<file path="src/sv/iira_pkg.sv">
`timescale 1ns / 1ps

package iira_pkg;

   localparam int WORD_W  = 32;
   localparam int OP_W    = 3;
   localparam int POS_W   = 5;
   localparam int COUNT_W = 5;
   localparam int STAT_W  = 2;

   typedef logic signed [WORD_W-1:0] word_type;
   typedef logic [OP_W-1:0]          op_type;
   typedef logic [POS_W-1:0]         pos_type;
   typedef logic [COUNT_W-1:0]       count_type;
   typedef logic [STAT_W-1:0]        status_type;

   localparam op_type OP_PUSH_BACK = 3'd0;
   localparam op_type OP_POP_BACK  = 3'd1;
   localparam op_type OP_INSERT_AT = 3'd2;
   localparam op_type OP_REMOVE_AT = 3'd3;
   localparam op_type OP_SET_AT    = 3'd4;
   localparam op_type OP_GET_AT    = 3'd5;

   localparam status_type STATUS_OK    = 2'd0;
   localparam status_type STATUS_FULL  = 2'd1;
   localparam status_type STATUS_INDEX = 2'd2;
   localparam status_type STATUS_EMPTY = 2'd3;

   typedef enum logic [1:0] {
      CELL_HOLD,
      CELL_LOAD,
      CELL_FROM_LOWER,
      CELL_FROM_UPPER
   } cell_cmd_type;

   typedef enum logic {
      ST_IDLE,
      ST_FINISH
   } state_type;

endpackage

</file>
<file path="src/sv/iira_if.sv">
`timescale 1ns / 1ps

interface iira_req_if;
   import iira_pkg::*;

   logic     valid;
   logic     ready;
   op_type   operation;
   pos_type  position;
   word_type data_word;

   modport source (output valid, output operation, output position, output data_word,
                   input ready);
   modport sink   (input valid, input operation, input position, input data_word,
                   output ready);
endinterface

interface iira_rsp_if;
   import iira_pkg::*;

   logic       valid;
   logic       ready;
   word_type   read_value;
   word_type   front_value;
   word_type   back_value;
   count_type  count;
   logic       is_empty;
   status_type status;

   modport source (output valid, output read_value, output front_value, output back_value,
                   output count, output is_empty, output status, input ready);
   modport sink   (input valid, input read_value, input front_value, input back_value,
                   input count, input is_empty, input status, output ready);
endinterface

</file>
<file path="src/sv/iira_cell.sv">
`timescale 1ns / 1ps

module iira_cell (
   input  logic                  clock,
   input  iira_pkg::cell_cmd_type cmd,
   input  iira_pkg::word_type    load_word,
   input  iira_pkg::word_type    lower_word,
   input  iira_pkg::word_type    upper_word,
   output iira_pkg::word_type    word
);
   import iira_pkg::*;

   word_type word_ff;
   word_type word_in;

   always_comb begin
      case (cmd)
         CELL_LOAD:       word_in = load_word;
         CELL_FROM_LOWER: word_in = lower_word;
         CELL_FROM_UPPER: word_in = upper_word;
         default:         word_in = word_ff;
      endcase
   end

   always_ff @(posedge clock) begin
      word_ff <= word_in;
   end

   assign word = word_ff;

endmodule

</file>
<file path="src/sv/indexed_insert_remove_array_unit.sv">
`timescale 1ns / 1ps

// Channel   Dir  Fields
// req_chan  in   operation, position, data_word
// rsp_chan  out  read_value, front_value, back_value, count, is_empty, status
//
// For each transaction the cell row shifts or loads in the accept cycle, then in
// the finish step the single shared read mux fetches the new last entry.
// A get reads its entry through the same mux in the accept cycle.
// Synchronous reset clears the entry count and handshake state; cells hold no reset.
// A stalled result holds in the output register; the next request is still
// accepted and waits in the finish step until the output register frees.

module indexed_insert_remove_array_unit #(
   parameter int DEPTH = 16
) (
   input logic      clock,
   input logic      reset,
   iira_req_if.sink   req_chan,
   iira_rsp_if.source rsp_chan
);
   import iira_pkg::*;

   localparam int CNT_W = $clog2(DEPTH + 1);
   localparam int IDX_W = (DEPTH > 1) ? $clog2(DEPTH) : 1;
   localparam int CMP_W = (CNT_W > POS_W) ? CNT_W : POS_W;

   state_type state_ff;
   state_type state_in;

   logic [CNT_W-1:0] count_ff;
   logic [CNT_W-1:0] count_in;

   word_type   get_value_ff;
   word_type   get_value_in;
   status_type status_ff;
   status_type status_in;

   logic       rsp_valid_ff;
   logic       rsp_valid_in;
   word_type   rsp_read_ff;
   word_type   rsp_front_ff;
   word_type   rsp_back_ff;
   count_type  rsp_count_ff;
   logic       rsp_empty_ff;
   status_type rsp_status_ff;

   logic accept;
   logic rd_sel_back;
   logic rsp_load;

   cell_cmd_type cmds [DEPTH];
   word_type     words [DEPTH];

   logic [CMP_W-1:0] cnt_x;
   logic [CMP_W-1:0] pos_x;
   logic [CMP_W-1:0] clamp_x;
   logic             is_zero;
   logic             is_full;
   logic [IDX_W-1:0] rd_addr;
   word_type         rd_word;

   assign cnt_x   = CMP_W'(count_ff);
   assign pos_x   = CMP_W'(req_chan.position);
   assign is_zero = (count_ff == '0);
   assign is_full = (cnt_x >= CMP_W'(DEPTH));
   assign clamp_x = (pos_x >= cnt_x) ? (cnt_x - 1'b1) : pos_x;

   // next state
   always_comb begin
      state_in = state_ff;
      unique case (state_ff)
         ST_IDLE:   if (accept) state_in = ST_FINISH;
         ST_FINISH: if (rsp_load) state_in = ST_IDLE;
         default:   state_in = ST_IDLE;
      endcase
   end

   // state outputs
   always_comb begin
      req_chan.ready = 1'b0;
      rd_sel_back    = 1'b0;
      rsp_load       = 1'b0;
      unique case (state_ff)
         ST_IDLE: begin
            req_chan.ready = 1'b1;
         end
         ST_FINISH: begin
            rd_sel_back = 1'b1;
            rsp_load    = !rsp_valid_ff || rsp_chan.ready;
         end
         default: begin
            req_chan.ready = 1'b0;
         end
      endcase
   end

   assign accept = req_chan.valid && req_chan.ready;

   // decode operation into status, count and per-cell commands
   always_comb begin
      status_in = STATUS_OK;
      count_in  = count_ff;
      for (int i = 0; i < DEPTH; i++) begin
         cmds[i] = CELL_HOLD;
      end
      if (accept) begin
         unique case (req_chan.operation)
            OP_PUSH_BACK: begin
               if (is_full) begin
                  status_in = STATUS_FULL;
               end else begin
                  count_in = count_ff + 1'b1;
                  for (int i = 0; i < DEPTH; i++) begin
                     if (CMP_W'(i) == cnt_x) cmds[i] = CELL_LOAD;
                  end
               end
            end
            OP_POP_BACK: begin
               if (is_zero) status_in = STATUS_EMPTY;
               else         count_in  = count_ff - 1'b1;
            end
            OP_INSERT_AT: begin
               if (pos_x > cnt_x) begin
                  status_in = STATUS_INDEX;
               end else if (is_full) begin
                  status_in = STATUS_FULL;
               end else begin
                  count_in = count_ff + 1'b1;
                  for (int i = 0; i < DEPTH; i++) begin
                     if (CMP_W'(i) == pos_x) begin
                        cmds[i] = CELL_LOAD;
                     end else if (CMP_W'(i) > pos_x && CMP_W'(i) <= cnt_x) begin
                        cmds[i] = CELL_FROM_LOWER;
                     end
                  end
               end
            end
            OP_REMOVE_AT: begin
               if (is_zero) begin
                  status_in = STATUS_EMPTY;
               end else begin
                  count_in = count_ff - 1'b1;
                  for (int i = 0; i < DEPTH; i++) begin
                     if (CMP_W'(i) >= clamp_x && CMP_W'(i) + 1'b1 < cnt_x) begin
                        cmds[i] = CELL_FROM_UPPER;
                     end
                  end
               end
            end
            OP_SET_AT: begin
               if (is_zero) begin
                  status_in = STATUS_EMPTY;
               end else begin
                  for (int i = 0; i < DEPTH; i++) begin
                     if (CMP_W'(i) == clamp_x) cmds[i] = CELL_LOAD;
                  end
               end
            end
            OP_GET_AT: begin
               if (is_zero) status_in = STATUS_EMPTY;
            end
            default: begin
               status_in = STATUS_OK;
            end
         endcase
      end
   end

   // cell row
   for (genvar g = 0; g < DEPTH; g++) begin : g_cell
      word_type lower_word;
      word_type upper_word;

      if (g == 0) begin : g_first
         assign lower_word = '0;
      end else begin : g_lower
         assign lower_word = words[g-1];
      end

      if (g == DEPTH - 1) begin : g_last
         assign upper_word = '0;
      end else begin : g_upper
         assign upper_word = words[g+1];
      end

      iira_cell u_cell (
         .clock      (clock),
         .cmd        (cmds[g]),
         .load_word  (req_chan.data_word),
         .lower_word (lower_word),
         .upper_word (upper_word),
         .word       (words[g])
      );
   end

   // shared read mux: get entry at accept, last entry in the finish step
   assign rd_addr = rd_sel_back ? IDX_W'(count_ff - 1'b1) : IDX_W'(clamp_x);
   assign rd_word = words[rd_addr];

   assign get_value_in = (accept && req_chan.operation == OP_GET_AT && !is_zero)
                         ? rd_word : '0;

   assign rsp_valid_in = rsp_load ? 1'b1 : (rsp_valid_ff && !rsp_chan.ready);

   always_ff @(posedge clock) begin
      if (reset) begin
         state_ff     <= ST_IDLE;
         count_ff     <= '0;
         rsp_valid_ff <= 1'b0;
      end else begin
         state_ff     <= state_in;
         count_ff     <= count_in;
         rsp_valid_ff <= rsp_valid_in;
      end
   end

   always_ff @(posedge clock) begin
      if (accept) begin
         get_value_ff <= get_value_in;
         status_ff    <= status_in;
      end
      if (rsp_load) begin
         rsp_read_ff   <= get_value_ff;
         rsp_front_ff  <= is_zero ? '0 : words[0];
         rsp_back_ff   <= is_zero ? '0 : rd_word;
         rsp_count_ff  <= COUNT_W'(count_ff);
         rsp_empty_ff  <= is_zero;
         rsp_status_ff <= status_ff;
      end
   end

   assign rsp_chan.valid       = rsp_valid_ff;
   assign rsp_chan.read_value  = rsp_read_ff;
   assign rsp_chan.front_value = rsp_front_ff;
   assign rsp_chan.back_value  = rsp_back_ff;
   assign rsp_chan.count       = rsp_count_ff;
   assign rsp_chan.is_empty    = rsp_empty_ff;
   assign rsp_chan.status      = rsp_status_ff;

   a_count_bound : assert property (@(posedge clock) disable iff (reset)
      CMP_W'(count_ff) <= CMP_W'(DEPTH))
      else $error("entry count above capacity");

   a_count_step : assert property (@(posedge clock) disable iff (reset)
      accept |=> (count_ff == $past(count_ff) || count_ff == $past(count_ff) + 1'b1
                  || count_ff == $past(count_ff) - 1'b1))
      else $error("entry count moved by more than one");

   a_empty_result : assert property (@(posedge clock) disable iff (reset)
      rsp_chan.valid && rsp_chan.is_empty |->
         rsp_chan.front_value == '0 && rsp_chan.back_value == '0
         && rsp_chan.read_value == '0)
      else $error("empty result carries nonzero entry");

   a_no_finish_without_accept : assert property (@(posedge clock) disable iff (reset)
      state_ff == ST_IDLE && !accept |=> state_ff == ST_IDLE)
      else $error("finish step without a transaction");

endmodule
</file>
<file path="src/flat_wrapper.sv">
// flat-port wrapper written by rule: the top's interface ports become plain ports
module indexed_insert_remove_array_unit_flat import iira_pkg::*;
#(
   parameter int DEPTH = 16
)
  (clock, reset, req_chan_valid, req_chan_operation, req_chan_position, req_chan_data_word, req_chan_ready, rsp_chan_valid, rsp_chan_read_value, rsp_chan_front_value, rsp_chan_back_value, rsp_chan_count, rsp_chan_is_empty, rsp_chan_status, rsp_chan_ready);
  iira_req_if req_chan_i ();
  iira_rsp_if rsp_chan_i ();
  input logic clock;
  input logic reset;
  input wire logic [$bits(req_chan_i.valid)-1:0] req_chan_valid;
  input wire logic [$bits(req_chan_i.operation)-1:0] req_chan_operation;
  input wire logic [$bits(req_chan_i.position)-1:0] req_chan_position;
  input wire logic [$bits(req_chan_i.data_word)-1:0] req_chan_data_word;
  output wire logic [$bits(req_chan_i.ready)-1:0] req_chan_ready;
  output wire logic [$bits(rsp_chan_i.valid)-1:0] rsp_chan_valid;
  output wire logic [$bits(rsp_chan_i.read_value)-1:0] rsp_chan_read_value;
  output wire logic [$bits(rsp_chan_i.front_value)-1:0] rsp_chan_front_value;
  output wire logic [$bits(rsp_chan_i.back_value)-1:0] rsp_chan_back_value;
  output wire logic [$bits(rsp_chan_i.count)-1:0] rsp_chan_count;
  output wire logic [$bits(rsp_chan_i.is_empty)-1:0] rsp_chan_is_empty;
  output wire logic [$bits(rsp_chan_i.status)-1:0] rsp_chan_status;
  input wire logic [$bits(rsp_chan_i.ready)-1:0] rsp_chan_ready;
  assign req_chan_i.valid = req_chan_valid;
  assign req_chan_i.operation = req_chan_operation;
  assign req_chan_i.position = req_chan_position;
  assign req_chan_i.data_word = req_chan_data_word;
  assign req_chan_ready = req_chan_i.ready;
  assign rsp_chan_valid = rsp_chan_i.valid;
  assign rsp_chan_read_value = rsp_chan_i.read_value;
  assign rsp_chan_front_value = rsp_chan_i.front_value;
  assign rsp_chan_back_value = rsp_chan_i.back_value;
  assign rsp_chan_count = rsp_chan_i.count;
  assign rsp_chan_is_empty = rsp_chan_i.is_empty;
  assign rsp_chan_status = rsp_chan_i.status;
  assign rsp_chan_i.ready = rsp_chan_ready;
  indexed_insert_remove_array_unit #(.DEPTH(DEPTH)) u_core (.clock(clock), .reset(reset), .req_chan(req_chan_i), .rsp_chan(rsp_chan_i));
endmodule
</file>
<file path="config.mk">
export PLATFORM = sky130hd
export DESIGN_NAME = indexed_insert_remove_array_unit_flat
export DESIGN_NICKNAME = d
export VERILOG_FILES = /design/src/sv/iira_pkg.sv /design/src/sv/iira_if.sv /design/src/sv/iira_cell.sv /design/src/sv/indexed_insert_remove_array_unit.sv /design/src/flat_wrapper.sv
export SDC_FILE = /design/constraint.sdc
export NUM_CORES = 1
export LEC_CHECK = 0
export BUFFER_PORTS_ARGS = -buffer_cell sky130_fd_sc_hd__buf_2
export CAP_MARGIN = 10
export CORE_MARGIN = 10
export CORE_UTILIZATION = 70
export CTS_BUF_LIST = sky130_fd_sc_hd__clkbuf_2 sky130_fd_sc_hd__clkbuf_4 sky130_fd_sc_hd__clkbuf_8
export CTS_CLUSTER_SIZE = 28
export DETAILED_ROUTE_END_ITERATION = 8
export PLACE_DENSITY_LB_ADDON = 0.25
export SLEW_MARGIN = 30
export SYNTH_ARGS = -nofsm -noshare
export SYNTH_HDL_FRONTEND = slang
export SYNTH_HIERARCHICAL = 1
export SYNTH_SLANG_ARGS = --single-unit
</file>
<file path="constraint.sdc">
create_clock -name clock -period 13.35 [get_ports clock]
set_clock_uncertainty 0.15 [all_clocks]
set_input_delay 4.005 -clock clock [delete_from_list [all_inputs] [get_ports clock]]
set_output_delay 4.005 -clock clock [all_outputs]
set_load 0.03 [all_outputs]
</file>
==> results_dict.tcl <==
set metrics [dict create \
    status "finished, final reports clean" \
    rsz0062_at_grt "false" \
    finalPower_mw 4.91 \
    fin_area_mm2 0.0427 \
    postCtsSetupBuffers 0 \
    cp_common_cell "a21oi_2" \
    wl_mm 128 \
    grtUsageTotal_pct 36.7 \
    met1_length_mm 42.6 \
    synth-seq-cells 657 \
    irDropWorstVdd_uv 95.7 \
    htree_levels 3 \
    layout.cells.non_filler 4571 \
    p_int_mw 3.42 \
    vias 32500 \
    swShare_pct 30.2 \
    wire_per_inst_um 28.0 \
    yosysWarningCount 6 \
    maxCapViolCount 0 \
    final_core_util_pct 75.4 \
    portBuffers 149 \
    overflow 0 \
    fmax_mhz 117 \
    drt_first_pass_iters 7 \
    hold_class "register to register" \
    dp.cells 4373 \
    ys_seq_area_share_pct 48.9 \
    synth_edf_count 650 \
    cts_buffers 105 \
    route.detailed.drc 0 \
    highest_layer "met5" \
    syn_avg_cell_area_um2 10.9 \
    ctsHoldBuffers 0 \
    area_growth_syn_to_layout_pct 6.17 \
    ys_top_cells_by_area "edfxtp_1, mux2i_1, a21oi_1" \
    hold_violations 0 \
    post-dp-hpwl_mm 85.9 \
    initial_core_util_pct 71.0 \
    critPathSlowestCell "mux2i_1" \
    whs_ns 0.224 \
    die_area_mm2 0.0674 \
    cts_root_buf "clkbuf_8" \
    drt_iter0_markers 4284 \
    r2r_cells 11 \
    drt-vias-per-instance 7.11 \
    worst-setup-path-type "input port to register" \
    grt_antenna_before_repair 6 \
    setup_slack_ns 4.81 \
    p_sw_mw 1.48 \
    seq_power_share_pct 47.5 \
    ios 150 \
    rows 87 \
    yosys.cell_count.top_type "mux2i_1" \
    cts_tree "yes" \
    gp_congestion 0.996 \
    wl_met2_mm 63.1 \
    synth_top_area_cell "edfxtp_1" \
    fillers 3726 \
    p_per_area_mw_per_mm2 115 \
    netlist_instances 3689 \
    synth_top_area_share_pct 48.5 \
    wl_met3_mm 12.4 \
    pre_cts_ws_ns 4.20 \
    crit_required_ns 13.54 \
    syn-cell-area_mm2 0.0402 \
    insertion_delay_ns 0.79 \
    synth-async-reset-ratio_pct 0 \
    path_clk_slew_ns 0.06 \
    start_kind "input port" \
    clkSinkCount 657 \
    leakage_nw 13.4 \
    synth_cell_types 77 \
    setup_violations 0 \
    grt_pass1_wl_mm 192 \
    period_needed_ns 8.54 \
    cp.arrival_ns 8.73 \
    grt_pass1_vias 32400 \
    fin_setup_tns_ns 0 \
    clockBufferDepth 3 \
    worst_slew_pin_slew_ns 1.07 \
    drive_gt1_share_pct 12.2 \
    fp.dieW_um 260 \
    cpPeakStageDelay_ns 0.80 \
    coreArea_mm2 0.0566 \
    die_h_um 260 \
    relSlewSlack_pct 28.3 \
    period_share_pct 64.0 \
    synthFlopType "edfxtp_1" \
    critical_path.max_fanout 32 \
    grt_start_max_net_pins 130 \
    yosys-top-cells-count "mux2i_1, edfxtp_1, a21oi_1, nor2_1, clkbuf_1" \
    slew_viol_final 0 \
    crit_path_end_kind "register" \
    worstPathCellList "buf_2 -> ha_1 -> a21oi_2 -> o221ai_2 -> a21oi_2 -> mux2i_1 -> a31o_2 -> a222oi_1 -> nor2_4 -> buf_4 -> or2_2" \
    p_clk_share_pct 35.1 \
    postCtsResizedCells 0 \
    drt.antenna.violating_nets 0 \
    place_area_mm2 0.0406 \
    nets 3777 \
    hold_depth 0 \
    combPwrFrac_pct 17.4 \
]
layer usage:
| layer | track usage (%) | vias up |
|---|---|---|
| met3 | 6.72 | 615 |
| li1 | - | 14100 |
| met4 | 26.7 | 10 |
| met1 | 41.3 | 15400 |
| met2 | 62.2 | 2443 |
| met5 | 0 | - |
area by class of cell:
class,instances,area [µm²],area share [%]
Sequential cell,657,19700,46.0
Timing Repair Buffer,209,1220,2.87
Tap cell,756,946,2.22
Inverter,13,48.8,0.114
Clock inverter,60,347,0.812
Clock buffer,136,1680,3.93
Antenna cell,2,5.00,0.0117
Multi-Input combinational cell,2738,18800,44.0
worst max-delay path, delay by kind of cell:
family / cells / cell delay [ns]
buf+inv: 2 / 0.72
mux: 1 / 0.80
simple gates: 2 / 1.30
fa+ha+maj: 1 / 0.35
compound gates: 5 / 1.51
registers in the layout, indices dropped and copies added (netlist names):
register                     cells
u_core/rsp_chan.valid            1
u_core/state_ff                  1
u_core/rsp_chan.is_empty         1
u_core/rsp_chan.back_value      32
u_core/status_ff                 2
u_core/rsp_chan.count            5
u_core/rsp_chan.status           2
u_core/rsp_chan.front_value     32
u_core/rsp_chan.read_value      32
u_core/get_value_ff             32
u_core/g_cell.u_cell/word      512
u_core/cnt_x                     5
final timing paths:
kind	slack, ns	end	startpoint
max	4.81	u_core/g_cell[3].u_cell/word[5]	req_chan_position[2]
min	0.22	u_core/rsp_chan.read_value[13]	u_core/get_value_ff[13]
max reg2reg	6.57	u_core/g_cell[5].u_cell/word[6]	u_core/cnt_x[1]
min reg2reg	0.22	u_core/rsp_chan.read_value[13]	u_core/get_value_ff[13]
logic make-up (layout without fill, tap and decap cells):
| logic type | after synthesis | count (layout) | share of synthesized area, % |
|---|---|---|---|
| AOI/OAI and AO/OA | 1212 | 1212 | 19.0 |
| xor gates and xnor gates | 8 | 8 | 0.174 |
| adders and majority gates | 9 | 9 | 0.280 |
| buffers and inverters | 357 | 418 | 6.17 |
| DFF | 657 | 657 | 48.9 |
| muxes | 718 | 718 | 17.9 |
| other | 1 | 66 | 0.00933 |
| and+or+nand+nor | 727 | 727 | 7.58 |
layout by cell type, fill, tap and decap left out, drive strengths merged, types with 10 or more instances in the layout:
master,netlist,final
clkinv,2,54
or2,19,19
o21ai,149,149
a21oi,609,609
a21boi,128,128
a221o,65,65
o211ai,71,71
inv,11,16
clkbuf,155,136
nand3,19,19
mux2i,717,717
conb,1,64
o221ai,66,66
edfxtp,650,650
buf,189,209
and2,43,43
a31oi,10,10
nand2,41,41
nor2,560,560
o2bb2ai,64,64
power by group through the flow:
stage | logic [mW] | clock network, mW | registers [mW]
after floorplan | 0.518 | 0 | 2.42
after global placement | 0.791 | 0 | 2.37
after detailed placement | 0.819 | 0 | 2.37
after CTS | 0.822 | 1.72 | 2.33
after global routing | 0.889 | 1.82 | 2.33
final | 0.854 | 1.72 | 2.33
No activity file was read; power rests on OpenSTA's default activity.
